--- src/rtl/grc_pkg.sv ---
package grc_pkg;

   localparam logic OP_WRITE = 1'b0;
   localparam logic OP_CAST  = 1'b1;

   localparam logic [7:0] OPEN_LEVEL_RESET = 8'd128;

   typedef enum logic [1:0] {
      DIV_ROW,
      DIV_COL,
      DIV_DIST
   } div_sel_type;

   typedef struct packed {
      logic        load_cast;
      logic        wr_cell;
      logic        sq_first;
      logic        sq_second;
      logic        root_init;
      logic        root_step;
      logic        div_go;
      div_sel_type div_sel;
      logic        march_init;
      logic        march_step;
      logic        mul_dist;
      logic        rsp_load;
   } cmd_type;

   typedef struct packed {
      logic root_done;
      logic div_done;
      logic march_hit;
      logic march_clear;
      logic rsp_free;
   } status_type;

endpackage

--- src/rtl/grc_ctrl.sv ---
module grc_ctrl (
   input  logic                clock,
   input  logic                reset,
   input  logic                req_valid,
   input  logic                req_operation,
   output logic                req_stall,
   output grc_pkg::cmd_type    cmd,
   input  grc_pkg::status_type status
);

   typedef enum logic [3:0] {
      S_IDLE,
      S_SQ_A,
      S_SQ_B,
      S_ROOT_INIT,
      S_ROOT,
      S_DIVR_GO,
      S_DIVR_WAIT,
      S_DIVC_GO,
      S_DIVC_WAIT,
      S_MARCH_INIT,
      S_MARCH,
      S_MUL,
      S_DIVD_GO,
      S_DIVD_WAIT,
      S_FINISH
   } state_type;

   state_type state_ff, state_in;

   assign req_stall = (state_ff != S_IDLE);

   always_comb begin
      state_in = state_ff;
      cmd      = '0;
      cmd.div_sel = grc_pkg::DIV_ROW;
      case (state_ff)
         S_IDLE: begin
            if (req_valid) begin
               if (req_operation == grc_pkg::OP_CAST) begin
                  cmd.load_cast = 1'b1;
                  state_in      = S_SQ_A;
               end else begin
                  cmd.wr_cell = 1'b1;
               end
            end
         end
         S_SQ_A: begin
            cmd.sq_first = 1'b1;
            state_in     = S_SQ_B;
         end
         S_SQ_B: begin
            cmd.sq_second = 1'b1;
            state_in      = S_ROOT_INIT;
         end
         S_ROOT_INIT: begin
            cmd.root_init = 1'b1;
            state_in      = S_ROOT;
         end
         S_ROOT: begin
            cmd.root_step = 1'b1;
            if (status.root_done) begin
               state_in = S_DIVR_GO;
            end
         end
         S_DIVR_GO: begin
            cmd.div_go  = 1'b1;
            cmd.div_sel = grc_pkg::DIV_ROW;
            state_in    = S_DIVR_WAIT;
         end
         S_DIVR_WAIT: begin
            cmd.div_sel = grc_pkg::DIV_ROW;
            if (status.div_done) begin
               state_in = S_DIVC_GO;
            end
         end
         S_DIVC_GO: begin
            cmd.div_go  = 1'b1;
            cmd.div_sel = grc_pkg::DIV_COL;
            state_in    = S_DIVC_WAIT;
         end
         S_DIVC_WAIT: begin
            cmd.div_sel = grc_pkg::DIV_COL;
            if (status.div_done) begin
               state_in = S_MARCH_INIT;
            end
         end
         S_MARCH_INIT: begin
            cmd.march_init = 1'b1;
            state_in       = S_MARCH;
         end
         S_MARCH: begin
            cmd.march_step = 1'b1;
            if (status.march_hit) begin
               state_in = S_MUL;
            end else if (status.march_clear) begin
               state_in = S_FINISH;
            end
         end
         S_MUL: begin
            cmd.mul_dist = 1'b1;
            state_in     = S_DIVD_GO;
         end
         S_DIVD_GO: begin
            cmd.div_go  = 1'b1;
            cmd.div_sel = grc_pkg::DIV_DIST;
            state_in    = S_DIVD_WAIT;
         end
         S_DIVD_WAIT: begin
            cmd.div_sel = grc_pkg::DIV_DIST;
            if (status.div_done) begin
               state_in = S_FINISH;
            end
         end
         S_FINISH: begin
            if (status.rsp_free) begin
               cmd.rsp_load = 1'b1;
               state_in     = S_IDLE;
            end
         end
         default: begin
            state_in = S_IDLE;
         end
      endcase
   end

   always_ff @(posedge clock) begin
      if (reset) begin
         state_ff <= S_IDLE;
      end else begin
         state_ff <= state_in;
      end
   end

endmodule

--- config.mk ---
export PLATFORM = sky130hd
export DESIGN_NAME = grc_ctrl
export DESIGN_NICKNAME = d
export VERILOG_FILES = /design/src/rtl/grc_pkg.sv /design/src/rtl/grc_ctrl.sv
export SDC_FILE = /design/constraint.sdc
export NUM_CORES = 1
export LEC_CHECK = 0
export BUFFER_PORTS_ARGS = -buffer_cell sky130_fd_sc_hd__buf_2
export CORE_AREA = 2 2 39 41
export DETAILED_ROUTE_END_ITERATION = 6
export DIE_AREA = 0 0 41 43
export PLACE_DENSITY = 0.67
export SETUP_SLACK_MARGIN = 0.4
export SYNTH_ARGS = -nofsm -noshare
export SYNTH_HDL_FRONTEND = slang
export SYNTH_SLANG_ARGS = --single-unit
--- constraint.sdc ---
create_clock -name clock -period 1.8 [get_ports clock]
set_input_delay 0.09 -clock clock [delete_from_list [all_inputs] [get_ports clock]]
set_output_delay 0.09 -clock clock [all_outputs]
set_load 0.005 [all_outputs]
* Yosys cells after proc, flatten, opt, wreduce, memory -nomap -nowiden
Cells that the tools add are included.
** Word-level totals
- Register bits after elaboration :: 4
- Bits of input ports :: 9
- Output and inout port bits :: 14
- Logic and storage cells :: 54
** Cells by class
- Equality and inequality tests :: 22
- Muxes and demuxes :: 25
- Reduce and logical (&&, ||, !) cells :: 6
** Operators by type and width (count)
- 4-bit one-hot mux with 15 select lines :: 1
- 4-bit 2-to-1 mux :: 9
- 4-bit equality test, second input constant :: 7
- 4-bit by 3-bit equality test with 1-bit output, second input constant :: 4
- 2-bit != test, second input constant :: 7
- 1-bit 2-to-1 mux :: 12
- 4-bit by 2-bit equality test with 1-bit output, second input constant :: 2
- 8-bit AND reduction :: 1
- 4-bit by 1-bit equality test with 1-bit output, second input constant :: 1
- 4-bit logical NOT :: 1
- 2-bit 2-to-1 mux :: 2
- 2-bit one-hot mux with 2 select lines :: 1
- 4-bit nonzero test :: 1
- 2-bit OR reduction :: 2
- 3-bit != test, second input constant :: 1
- 3-bit OR reduction :: 1

* Longest topological paths before layout
Gate-level depths: netlist of run 1.
- Word-level depth :: 3
- Gate-level depth with buffers :: 5
- Depth with buffers taken out :: 4

* Worst setup path before layout of run 1
OpenSTA, ideal clock, no wires.
- Path kind :: reg2reg
- From :: reg state_ff[3]
- To :: reg state_ff[2]
- Library setup time :: 0.131 ns
- Data arrival time :: 1.168 ns
- Data required time :: 1.669 ns
- Slack :: 0.502 ns
- Cell stages (with the launch flop) :: 5
- Path buffers :: 0
- Path through :: dfxtp_1 or3b_1 o32a_2 a21oi_1 a311oi_2
** On the way
- Word-level cells in the longest chain between the ends :: 3
- Elaborated cells on any way between the ends :: 25
- Classes of those cells :: eq/ne (22); mux (1); reduce/logical (2)
** RTL lines
- from (decl) :: line grc_ctrl.sv:29 : state_type state_ff, state_in;
- from (signal assigned) :: line grc_ctrl.sv:131 : state_ff <= state_in;
- 4-bit equality test, or another cell as far along :: line grc_ctrl.sv:37 : case (state_ff)
- 3-bit != test (no line) or 2-bit != test (tied branches)
- 8-bit AND reduction (no line)
Several ways; a longest one is shown, not always the timed one.
A chain may end at the register's enable or synchronous reset.

==> results of run 1 <==
-- worst paths after layout --
| kind | slack (ps) | start | cells past startpoint | end |
|---|---|---|---|---|
| min | 100 | reset | 2 | state_ff[2] |
| min reg2reg | 610 | state_ff[2] | 2 | state_ff[3] |
| max reg2reg | 430 | state_ff[1] | 5 | state_ff[3] |
| max | 420 | state_ff[1] | 4 | cmd[11] |
-- cell usage after synthesis (2+ instances only) --
master | n | area [µm²]
nand4_1 | 2 | 12.5
nor2_1 | 9 | 33.8
nor3_1 | 5 | 25.0
buf_2 | 4 | 20.0
inv_1 | 2 | 7.51
nand2b_1 | 4 | 25.0
nor2b_1 | 3 | 18.8
and3_1 | 2 | 12.5
nand2_1 | 5 | 18.8
o21a_1 | 2 | 15.0
dfxtp_1 | 4 | 80.1
a21oi_1 | 4 | 20.0
o21ai_0 | 2 | 10.0
-- metrics by stage --
stage / hold slack (ps) / setup WS (ps) / std cells
after CTS: 88.9 / 412 / 110
after detailed placement: 346 / 233 / 104
final: 96.3 / 423 / 112
after global routing: 88.9 / 338 / 112
after floorplan: 158 / 502 / 68
after global placement: 334 / 282 / 104
-- power by group through the flow --
stage / logic, µW / registers (µW) / clock network, µW
after floorplan: 386 / 149 / 0
after global placement: 462 / 209 / 0
after detailed placement: 469 / 207 / 0
after CTS: 483 / 215 / 116
after global routing: 605 / 228 / 125
final: 547 / 220 / 111
-- layout by cell type (no fill, tap or decap), drive strengths merged, types with 3 or more instances in the layout --
cell type,netlist,layout
inv,3,3
nor3,5,5
nand2b,4,4
clkbuf,0,3
nor2,9,9
a21oi,4,4
dfxtp,4,4
nor2b,3,3
buf,5,30
nand2,5,5
o21ai,3,3
-- cell type report --
cell class	instances	area, µm²	area share
clock buffer	3	22.5	0.0317
inverter	3	11.3	0.0158
multi-input combinational	56	392	0.551
sequential	4	95.1	0.134
tap	16	20.0	0.0282
timing repair buffer	30	170	0.239
-- layer usage --
metal / share of wire / vias to the layer above / routed length [µm]
li1: - / 300 / -
met1: 0.40 / 281 / 540
met2: 0.54 / 14 / 728
met3: 0.049 / 2 / 66
met4: 0.0074 / 0 / 10
met5: 0 / - / 0
-- worst max-delay path: cells and delay by family (launching register included) --
kind / cells / cell delay, ps
simple gates: 3 / 580
buf+inv: 1 / 110
flops: 1 / 360
-- timing repair --
item | in CTS | in global routing
endpoints found under the setup margin | 14 | 10
cloned | 0 | 0
setup buffers | 3 | 2
resized for setup | 7 | 5
hold buffers | 0 | 0
pin swaps | 1 | 4
-- cells by family (layout without fill, tap and decap cells) --
kind of cell    count (synthesis)  after routing
simple gates                   39             39
compound gates                 15             15
buf+inv                         8             36
flops                           4              4
xor+xnor                        1              1
mux                             1              1
==> results.txt, run 1 <==
- The clock period could shrink to 1380 ps.
- Counting every net in the synthesized netlist gives 77.
* Fraction of synthesized area in multiplexers: 0.0205
- The register with the most flip-flops in the layout has 4 of them.
* Crit end category: output port
* Result of the run: finished clean
* Most utilized layer in the global route result: met2
- Wire length of the first global-routing pass: 1900 µm
* Die boundary height: 43 µm
- Summed over all layers, the routed wires come to 1350 µm.
- After routing, the total negative slack on setup checks comes to 0 ps.
* Largest net degree at the start of global routing: 13
- The initial utilization of the core area, before any placement, comes to 0.353.
- The floorplan step defined a die boundary enclosing 0.00176 mm².
- Average via count per standard cell: 5.33
- For this block, the initial DRC count from the detailed router was 12.
- Of the synthesized area, sequential elements account for 0.164.
- The longest clock path from root to sink contains 2 buffers.
* Startpoint kind of the worst setup timing path: flip-flop
* Vias in the first global route: 488
- STA puts the critical path data arrival time at 1290 ps.
* CTS sink count: 4
- Unrepaired setup endpoints after global routing: yes
* YS warnings: 0
- Counting flops per register, the top entry is state_ff.
* Design internal power: 494 µW
- Clock Root Buffer: clkbuf_4
- Combinational fraction of design power: 0.623
* Stage delay of the slowest cell on the critical path: 360 ps
* Final worst clock skew: 4.75 ps
* Number of detailed-route iterations in the first pass: 4
- Largest family of logic cells by synthesized area: simple AND/OR/NAND/NOR gates
* Total Power: 879 µW
- Of the total synthesized cell area, the portion taken by AND, OR, NAND and NOR gates is 0.472.
- In this run, CTS created clock tree buffers numbering 3.
- The detail route stage leaves a number of antenna-violating nets equal to 0.
- Met2 capacity usage during global routing: 0.253
* Number of antenna violations at the first check in global routing: 0
* Cell area after technology mapping: 488 µm²
- In the synthesized netlist the dominant register cell turns out to be dfxtp_1.
- Post-route DRC violation count: 0
* Count of maximum capacitance violations: 0
* Largest registers in the final layout: state_ff (4)
- Number of inserted filler cells in the final layout: 131
- Clk Latency, worst-skew pair: 240 ps
* Number of enable flip-flop cells after synthesis: 0
- Synthesis handed over a netlist of 68 instances.
- Deepest level of the CTS H-tree: 1
- At the end of routability-driven placement, the weighted congestion stood at 0.737.
- After detailed routing, the average wire length per cell comes to 12.0 µm.
* Sequential share of power: 0.251
- GR Layer Usage met3: 0.0785
- Dividing the final minimum period by the clock period gives 0.765.
- In the final layout, the share of cells above drive strength 1 is 0.500.
- Clock network fraction of total power: 0.126
- The worst setup path is of the reg2out kind.
* Port Buffers: 22
- Xor/xnor cell area share of the yosys netlist: 0.0179
- The number of hold violations in the final report was 0.
* Worst min-delay path category: in2reg
- Of all nets on the critical path, the largest fanout is 7.
- Die width: 41 µm
- N_diodes: 0
- At the pin with the least slew margin, the transition time is 300 ps.
* CTS clock-pin slew for the worst setup and hold paths: 40 ps
- Adder and majority cell fraction of the synthesized area: 0
- Compound-Gate Fraction of Synth Area: 0.238
- Highest Clock Rate: 726 MHz
- Among all stages on the critical path, the largest delay is contributed by dfxtp_4.
- Leak Pwr: 0.000347 µW
* Core Footprint: 0.00138 mm²
- 23 I/O pins were placed.
- # nets final: 107
- Series of cell instances along the critical path: nor4_4 -> nand2_1 -> nor2_1 -> buf_2
- Fraction of registers with async set/reset: 0
* Grt total ovfl: 0
- The placed instances occupy a cell area of 609 µm².
- Summing all non-filler instances in the final layout gives an area of 711 µm².
- Relative to the synthesized area, the layout overhead comes to 45.6%.
* CP Data Required Time: 1710 ps
- The count of final max-slew check failures was 0.
- Mean area per synthesized cell: 7.18 µm²
- For this run, the total global-route usage over all layers was measured as 0.161.
* Switching Share: 0.438
* Synth cell types: 33
- Across all layers, the routed design uses 597 vias.
* Flip-flop and latch count after synthesis: 4
- GRT met1 Usage: 0.176
- TritonCTS built the clock tree.
- The worst pin sits at a relative slew slack of 0.799.
- Power density cells: 1240 mW/mm²
- Estimated wirelength of the detail-placed design: 935 µm
* Maximum VDD drop: 0.000719 V
- Utilization of the core after routing: 0.514
- Switch Pwr: 385 µW
* Site Rows: 14
* Setup violations, final: 0
(Power assumes the default switching activity.)
==> run 2, diff against run 1 <==
--- a/config.mk
+++ b/config.mk
@@ -5,11 +5,12 @@
 export SDC_FILE = /design/constraint.sdc
 export NUM_CORES = 1
 export LEC_CHECK = 0
+export ABC_AREA = 1
 export BUFFER_PORTS_ARGS = -buffer_cell sky130_fd_sc_hd__buf_2
 export CORE_AREA = 2 2 39 41
 export DETAILED_ROUTE_END_ITERATION = 6
 export DIE_AREA = 0 0 41 43
-export PLACE_DENSITY = 0.67
+export PLACE_DENSITY = 0.69
 export SETUP_SLACK_MARGIN = 0.4
 export SYNTH_ARGS = -nofsm -noshare
 export SYNTH_HDL_FRONTEND = slang
==> constraint.sdc (replaced) <==
create_clock -name clock -period 1.2 [get_ports clock]
set_input_delay 0.06 -clock clock [delete_from_list [all_inputs] [get_ports clock]]
set_output_delay 0.06 -clock clock [all_outputs]
set_load 0.005 [all_outputs]
==> run 2 against run 1 <==
Net effect:
- the flow now finishes with violations (negative setup slack)
- area after synthesis down 3.6%
- worst hold slack better by 100 ps
- final cell count is 21% higher
- global-route usage rose by 2.2 points
- first-iteration DRC count fell by 50%
- critical path type unchanged
==> results.txt, run 2 <==
* Result of the run: complete, but fails checks (was finished clean)
- Violated checks: negative setup slack
* Number of flip-flops under the largest register name: 4 (unchanged)
- Pin slew with the least headroom to its limit: 216 ps (was 300 ps)
* Number of CTS-inserted buffers: 3 (unchanged)
- Final worst clock skew: 11.0 ps (was 4.75 ps)
* Gate count after technology mapping: 84 (was 68)
* Worst Slack Setup Final: -50.9 ps (was 423 ps)
- The first-pass detailed-route iteration total was 4 (unchanged).
- CP Data Required Time: 1140 ps (was 1710 ps)
* Fraction of synthesized cell area taken by the top area cell type: 0.170 (was 0.164)
- Crit end category: output port (unchanged)
* Leading cell types in the layout, fill and taps excluded: 22 x buf_2, 13 x nand3_1, 10 x nor2_1 (was 22 x buf_2, 9 x nor2_1, 8 x buf_4)
- For the finished layout, the period the worst path requires is 1250 ps.
* Grt total ovfl: 0 (unchanged)
- The number of stages on the worst setup path was 5 (was 4).
- Top-Level Pins: 23 (unchanged)
- The clock tree buffer depth is 2 (unchanged).
* Count of endpoints failing hold in the final timing report: 0 (unchanged)
- Max-slew violation total from the final report: 0 (unchanged)
* Total Power: 1760 µW (was 879 µW)
- The final-stage net count came to 129 (was 107).
* Total wire length: 1420 µm (was 1350 µm)
* Number of enable flip-flop cells after synthesis: 0 (unchanged)
- Die boundary height: 43 µm (unchanged)
* Cell area after technology mapping: 470 µm² (was 488 µm²)
- Stage delay of the slowest cell on the critical path: 410 ps (was 360 ps)
- Register ranked first by flip-flop count: state_ff (unchanged)
* Unrepaired setup endpoints after global routing: yes (unchanged)
- Final setup TNS: -213 ps (was 0 ps)
* Flop-to-flop setup slack: -40 ps (was 430 ps)
- Mean routed wirelength per cell: 10.5 µm (was 12.0 µm)
* Endpoint of the lowest-slack register-to-register path: state_ff[2] (was state_ff[3])
* Top delay family on crit path: flip-flops (was simple AND/OR/NAND/NOR gates)
- Number of antenna violations at the first check in global routing: 0 (unchanged)
* WHS: 198 ps (was 96.3 ps)
- The largest fanout on the critical path is 5 (was 7).
- The TritonCTS sink count came to 4 (unchanged).
- Largest registers in the final layout: state_ff (4) (unchanged)
- Aggregate global-route resource usage: 0.184 (was 0.161)
* Core Footprint: 0.00138 mm² (unchanged)
* Power density cells: 2220 mW/mm² (was 1240 mW/mm²)
* Fraction of registers with async set/reset: 0 (unchanged)
- The clock transition time at the flip-flop clock pins of the worst setup and hold paths is 50 ps (was 40 ps).
- The arrival time of data at the critical path endpoint was 1190 ps (was 1290 ps).
- Die width: 41 µm (unchanged)
- The fraction of the core area covered by cells at the end of the flow was 0.571 (was 0.514).
- The worst setup path startpoint was state_ff[3] (was state_ff[1]).
* Critical path type: reg2out (unchanged)
* Estimated wirelength of the detail-placed design: 1000 µm (was 935 µm)
- The count of synthesis-stage warnings from yosys came to 0 (unchanged).
- The area growth from synthesis to final layout was 68.1% (was 45.6%).
* Total nets after synthesis: 93 (was 77)
- Crit path capture: cmd[4] (was cmd[11])
* Vias in the first global route: 575 (was 488)
- Deepest level of the CTS H-tree: 1 (unchanged)
* Cells on Worst Hold Path: 4 (was 2)
* Proportion of synthesized chip area in sequential cells: 0.170 (was 0.164)
* Wire length of the first global-routing pass: 2230 µm (was 1900 µm)
- Maximum VDD drop: 0.000975 V (was 0.000719 V)
- The count of endpoints failing setup in the final report was 8 (was 0).
* Mean area per synthesized cell: 5.60 µm² (was 7.18 µm²)
- Leak Pwr: 0.000457 µW (was 0.000347 µW)
* Synth cell types: 17 (was 33)
- The most common library cell in the layout ignoring fill and taps is buf_2 (unchanged).
* Max transition margin: 0.854 (was 0.799)
- The cell type with the largest total area after synthesis was dfxtp_1 (unchanged).
* Startpoint kind of the worst setup timing path: flip-flop (unchanged)
- The type of the most critical hold path is in2reg (unchanged).
- Highest Clock Rate: 799 MHz
* Weighted congestion at the end of routability-driven global placement: 0.893 (was 0.737)
- Post-Place Setup Slack: 14.3 ps (was 233 ps)
- The critical path's slowest cell is dfxtp_4 (unchanged).
* Die Footprint: 0.00176 mm² (unchanged)
- Number of buffer and inverter instances along the worst setup path: 3 (was 1)
* Port Buffers: 22 (unchanged)
- The startpoint of the most critical register-to-register path is state_ff[3] (was state_ff[1]).
- Worst-case reg-to-reg path depth: 9 (was 5)
- Period utilization: 1.04
- Post-route DRC violation count: 0 (unchanged)
* Site Rows: 14 (unchanged)
- Number of violations reported at the end of detailed-routing iteration 0: 6 (was 12)
* Series of cell instances along the critical path: inv_4 -> nor2_4 -> inv_2 -> o22ai_2 -> buf_2 (was nor4_4 -> nand2_1 -> nor2_1 -> buf_2)
- Largest cells by area after synthesis: dfxtp_1 17%, nand3_1 14%, inv_1 10%, nand2_1 10%, nor2_1 9.6% (was dfxtp_1 16%, nor2_1 6.9%, nand2b_1 5.1%, nor3_1 5.1%, nor4_4 4.4%)
- Count of maximum capacitance violations: 0 (unchanged)
* Dominant register cell in the synthesized netlist: dfxtp_1 (unchanged)
* N_diodes: 0 (unchanged)
- Largest net degree at the start of global routing: 7 (was 13)
- The layout cell share with drive strength beyond 1 is 0.588 (was 0.500).
* Flip-flop and latch count after synthesis: 4 (unchanged)
- The root buffer selected by CTS is clkbuf_4 (unchanged).
* Average via count per standard cell: 4.76 (was 5.33)
- Clock tree from TritonCTS: done (unchanged)
* Count of vias placed by the detailed router: 642 (was 597)
* Top cells by count, synth: 13 x inv_1, 13 x nand2_1, 13 x nand3_1 (was 9 x nor2_1, 5 x nand2_1, 5 x nor3_1)
- Initial core utilization: 0.340 (was 0.353)
- Clk Latency, worst-skew pair: 250 ps (was 240 ps)
- Antenna-violating nets left: 0 (unchanged)
-- run 2: through the flow --
stage,instances,instance area (µm²)
final,135,791
after global placement,124,659
after global routing,135,791
after floorplan,84,514
after detailed placement,124,659
after CTS,132,746
-- run 2: cell families after synthesis --
group / share of synthesized area
flip-flops: 0.170
AND/OR/NAND/NOR: 0.593
buffers and inverters: 0.144
AO/OA/AOI/OAI: 0.0931
-- run 2: area by class of cell --
| cell class | instances | area, µm² |
|---|---|---|
| Clock buffer | 4 | 26.3 |
| Fill cell | 135 | 593 |
| Inverter | 18 | 77.6 |
| Multi-Input combinational cell | 62 | 388 |
| Sequential cell | 4 | 95.1 |
| Tap cell | 16 | 20.0 |
| Timing Repair Buffer | 31 | 184 |
-- run 2: timing repair --
action / CTS / global route
pin swaps: 3 / 1
endpoints found under the setup margin: 18 / 18
gates resized for setup: 11 / 8
hold buffers: 1 / 0
hold endpoints to repair: 1 / 0
setup buffers: 3 / 3
-- run 2: worst min path at each step --
stage | startpoint | endpoint
floorplan | reset | state_ff[0]
global placement | reset | state_ff[0]
detailed placement | reset | state_ff[0]
CTS | status[3] | state_ff[0]
global route | status[3] | state_ff[0]
finish | status[3] | state_ff[0]
-- run 2: worst min-delay path: cells and delay by family --
family / cells / cell delay, ps
buf+inv: 2 / 130
compound gates: 1 / 80
simple gates: 1 / 120
-- run 2: power breakdown --
part           switching, µW  internal, µW  total (µW)  leakage, µW
clock network           67.3           126         193    0.0000150
logic                    681           509        1190     0.000406
registers                152           221         373    0.0000356
total                    901           855        1760     0.000457
-- run 2: per-layer routing --
layer	vias up	global-route usage	wire (µm)
met1	293	0.247	594
met3	2	0.0628	55
met5	-	0	0
li1	333	-	-
met4	0	0.0400	6
met2	14	0.275	760
==> run 3, diff against run 2 <==
--- a/config.mk
+++ b/config.mk
@@ -10,6 +10,7 @@
 export CORE_AREA = 2 2 39 41
 export DETAILED_ROUTE_END_ITERATION = 6
 export DIE_AREA = 0 0 41 43
+export GPL_TIMING_DRIVEN = 0
 export PLACE_DENSITY = 0.69
 export SETUP_SLACK_MARGIN = 0.4
 export SYNTH_ARGS = -nofsm -noshare
==> run 3 against run 2 <==
Net effect:
- the flow still finishes with violations (negative setup slack)
- clock skew shrank 4.4 ps
- register-to-register slack is essentially flat
- combinational power shrank 4%
- fmax grew 0.94%
- utilization shrank 0.99 points
- clock power shrank 5%
- final area shrank 1.7%
- clock-buffer cell count is the same
- via count shrank 3.9%
- largest cell class unchanged
- critical endpoint is now state_ff[2]
==> results.txt, run 3 (synthesized netlist as in run 2, its figures left out) <==
- Number of CTS-inserted buffers: 3 (unchanged)
* Aggregate global-route resource usage: 0.156 (was 0.184)
- The TritonCTS sink count was 4 (unchanged).
* Launch point of the worst hold path: status[3] (unchanged)
* Startpoint kind of the worst setup timing path: flip-flop (unchanged)
* Sequential share of power: 0.227 (was 0.212)
* Max transition margin: 0.874 (was 0.854)
* Placed cell area: 644 µm² (was 659 µm²)
- The effective utilization at floorplan is 0.340 (unchanged).
- The startpoint of the most critical register-to-register path is state_ff[3] (unchanged).
- Estimated wirelength of the detail-placed design: 948 µm (was 1000 µm)
* Clk Latency, worst-skew pair: 240 ps (was 250 ps)
- Leak Pwr: 0.000431 µW (was 0.000457 µW)
- The critical path's slowest cell is dfxtp_4 (unchanged).
* Total Power: 1710 µW (was 1760 µW)
- The power share of the clock group is 0.107 (was 0.110).
- The pin slew with the least headroom to its limit came to 187 ps (was 216 ps).
- The final cell count without fillers came to 129 (was 135).
* Die boundary height: 43 µm (unchanged)
- The global placement routability congestion is 0.795 (was 0.893).
- Post-Place Setup Slack: -0.226 ps (was 14.3 ps)
- Wire length of the first global-routing pass: 1930 µm (was 2230 µm)
- Grt total ovfl: 0 (unchanged)
- CTS clock-pin slew for the worst setup and hold paths: 40 ps (was 50 ps)
- Number of flip-flops under the largest register name: 4 (unchanged)
- CP startpoint: state_ff[3] (unchanged)
- Unrepaired setup endpoints after global routing: yes (unchanged)
* CP Data Required Time: 1320 ps (was 1140 ps)
* Clock Tree Buf Depth: 2 (unchanged)
- Maximum VDD drop: 0.000814 V (was 0.000975 V)
- Most utilized layer in the global route result: met2 (unchanged)
- The floorplan die area came to 0.00176 mm² (unchanged).
- The final clock skew was 6.64 ps (was 11.0 ps).
- The number of hold violations in the final report is 0 (unchanged).
- The combinational cell fraction of total power is 0.666 (was 0.678).
- The stage delay of the slowest cell on the critical path is 410 ps (about the same).
- Switching Share: 0.526 (was 0.513)
- The met3 usage is 0.0628 (unchanged).
- Highest Clock Rate: 807 MHz (was 799 MHz)
- The final cycle utilization of the critical path came to 1.03 (was 1.04).
- The cell that appears most often on the critical path is nor2_4.
- The count of final max-slew check failures is 0 (unchanged).
- The type of the most critical hold path is in2reg (unchanged).
- Setup violations, final: 6 (was 8)
- The arrival time of data at the critical path endpoint is 1360 ps (was 1190 ps).
- The first-pass detailed-route iteration total was 4 (unchanged).
* Series of cell instances along the critical path: inv_4 -> nor2_4 -> nand3_1 -> nand2_2 -> nor2_4 -> a21oi_1 -> nor2_1 (was inv_4 -> nor2_4 -> inv_2 -> o22ai_2 -> buf_2)
* Result of the run: complete, but fails checks (unchanged)
* Core Footprint: 0.00138 mm² (unchanged)
- Total wire length: 1230 µm (was 1420 µm)
- The area growth from synthesis to final layout came to 65.2% (was 68.1%).
* Design internal power: 810 µW (was 855 µW)
- Count of vias placed by the detailed router: 617 (was 642)
- Vias in the first global route: 495 (was 575)
- The clock tree from TritonCTS is done (unchanged).
- The number of nets with antenna violations after detailed routing is 0 (unchanged).
* Switch Pwr: 898 µW (was 901 µW)
- Mean routed wirelength per cell: 9.52 µm (was 10.5 µm)
* Worst-path fanout max: 5 (unchanged)
- The total buffers and inverters traversed by the critical path is 1 (was 3).
- The layout cell share with drive strength beyond 1 is 0.628 (was 0.588).
- Largest registers in the final layout: state_ff (4) (unchanged).
- The cell family contributing the most delay on the critical path is simple AND/OR/NAND/NOR gates (was flip-flops).
* Average via count per standard cell: 4.78 (was 4.76)
- Time the worst path needs with I/O delays and setup: 1240 ps (was 1250 ps)
- The fraction of the core area covered by cells at the end of the flow is 0.561 (was 0.571).
- The remaining routing DRC violations is 0 (unchanged).
- The largest register by flop count was state_ff (unchanged).
* Most common cell after layout, fill and taps aside: buf_2 (unchanged)
* Post-route cell area: 777 µm² (was 791 µm²)
* Number of violations reported at the end of detailed-routing iteration 0: 7 (was 6)
- The number of top-level design ports came to 23 (unchanged).
- Site Rows: 14 (unchanged)
- Number of antenna violations at the first check in global routing: 0 (unchanged)
* Die width: 41 µm (unchanged)
- Critical path type: reg2reg (was reg2out)
- The number of max-capacitance violations reported was 0 (unchanged).
- Violated checks: negative setup slack (unchanged)
* Clock Root Buffer: clkbuf_4 (unchanged)
* GRT met1 Usage: 0.216 (was 0.247)
- Cells after DPL: 122 (was 124)
- The smallest setup slack after layout is -39.3 ps (was -50.9 ps).
* Port Buffers: 22 (unchanged)
- The met2 routing resource usage after global routing came to 0.228 (was 0.275).
- N_diodes: 0 (unchanged)
- Largest net degree at the start of global routing: 7 (unchanged)
- The power per cell area is 2200 mW/mm² (was 2220 mW/mm²).
* Leading cell types in the layout, fill and taps excluded: 21 x buf_2, 10 x nand3_1, 9 x nor2_4, 9 x nor2_1, 9 x nand2_1 (was 22 x buf_2, 13 x nand3_1, 10 x nor2_1)
* Crit end category: flip-flop (was output port)
- The H-tree depth was 1 (unchanged).
* # nets final: 123 (was 129)
## run 3: cell count changes in the layout (fill, tap and decap cells not counted), sizes merged
cell / previous run / this run
buf: 30 / 24
## run 3: power by group through the flow
| stage | logic (µW) | registers [µW] | clock network (µW) |
|---|---|---|---|
| after global placement | 926 | 351 | 0 |
| final | 1140 | 388 | 183 |
| after detailed placement | 936 | 349 | 0 |
| after floorplan | 708 | 326 | 0 |
| after global routing | 1260 | 399 | 206 |
| after CTS | 1050 | 374 | 192 |
## run 3: cell type report
type / count / area, µm²
sequential: 4 / 95.1
tap: 16 / 20.0
clock buffer: 4 / 26.3
fill: 134 / 607
multi-input combinational: 62 / 414
timing repair buffer: 25 / 141
inverter: 18 / 80.1
## run 3: what timing repair did
item                       CTS  global route
hold buffers                 1             0
buffers inserted             1             1
setup endpoints to repair   18            18
pin swaps                    2             4
gates resized for setup     16            13
hold endpoints to repair     1             0
## run 3: stage by stage
stage          hold slack [ps]  setup TNS [ps]
6_report                   150            -132
5_1_grt                    178            -730
4_1_cts                    148           -39.7
3_5_place_dp               232          -0.226
3_3_place_gp               230               0
2_1_floorplan              122               0
## run 3: worst paths after layout
path	endpoint	slack [ps]	depth (start not counted)
worst max-delay path	state_ff[2]	-40	7
worst min-delay path	state_ff[0]	150	4
worst max register to register	state_ff[2]	-40	7
worst min register to register	state_ff[3]	610	2
## run 3: layer usage
metal  vias up  wire, µm
met4         0         0
met3         0        49
li1        322         -
met5         -         0
met2        18       648
met1       277       530
## run 3: worst register-to-register path, stage by stage, from the launching register on
cell and delay, ps:
dfxtp_4 410, inv_4 60, nor2_4 170, nand3_1 100, nand2_2 100, nor2_4 50
a21oi_1 150, nor2_1 60
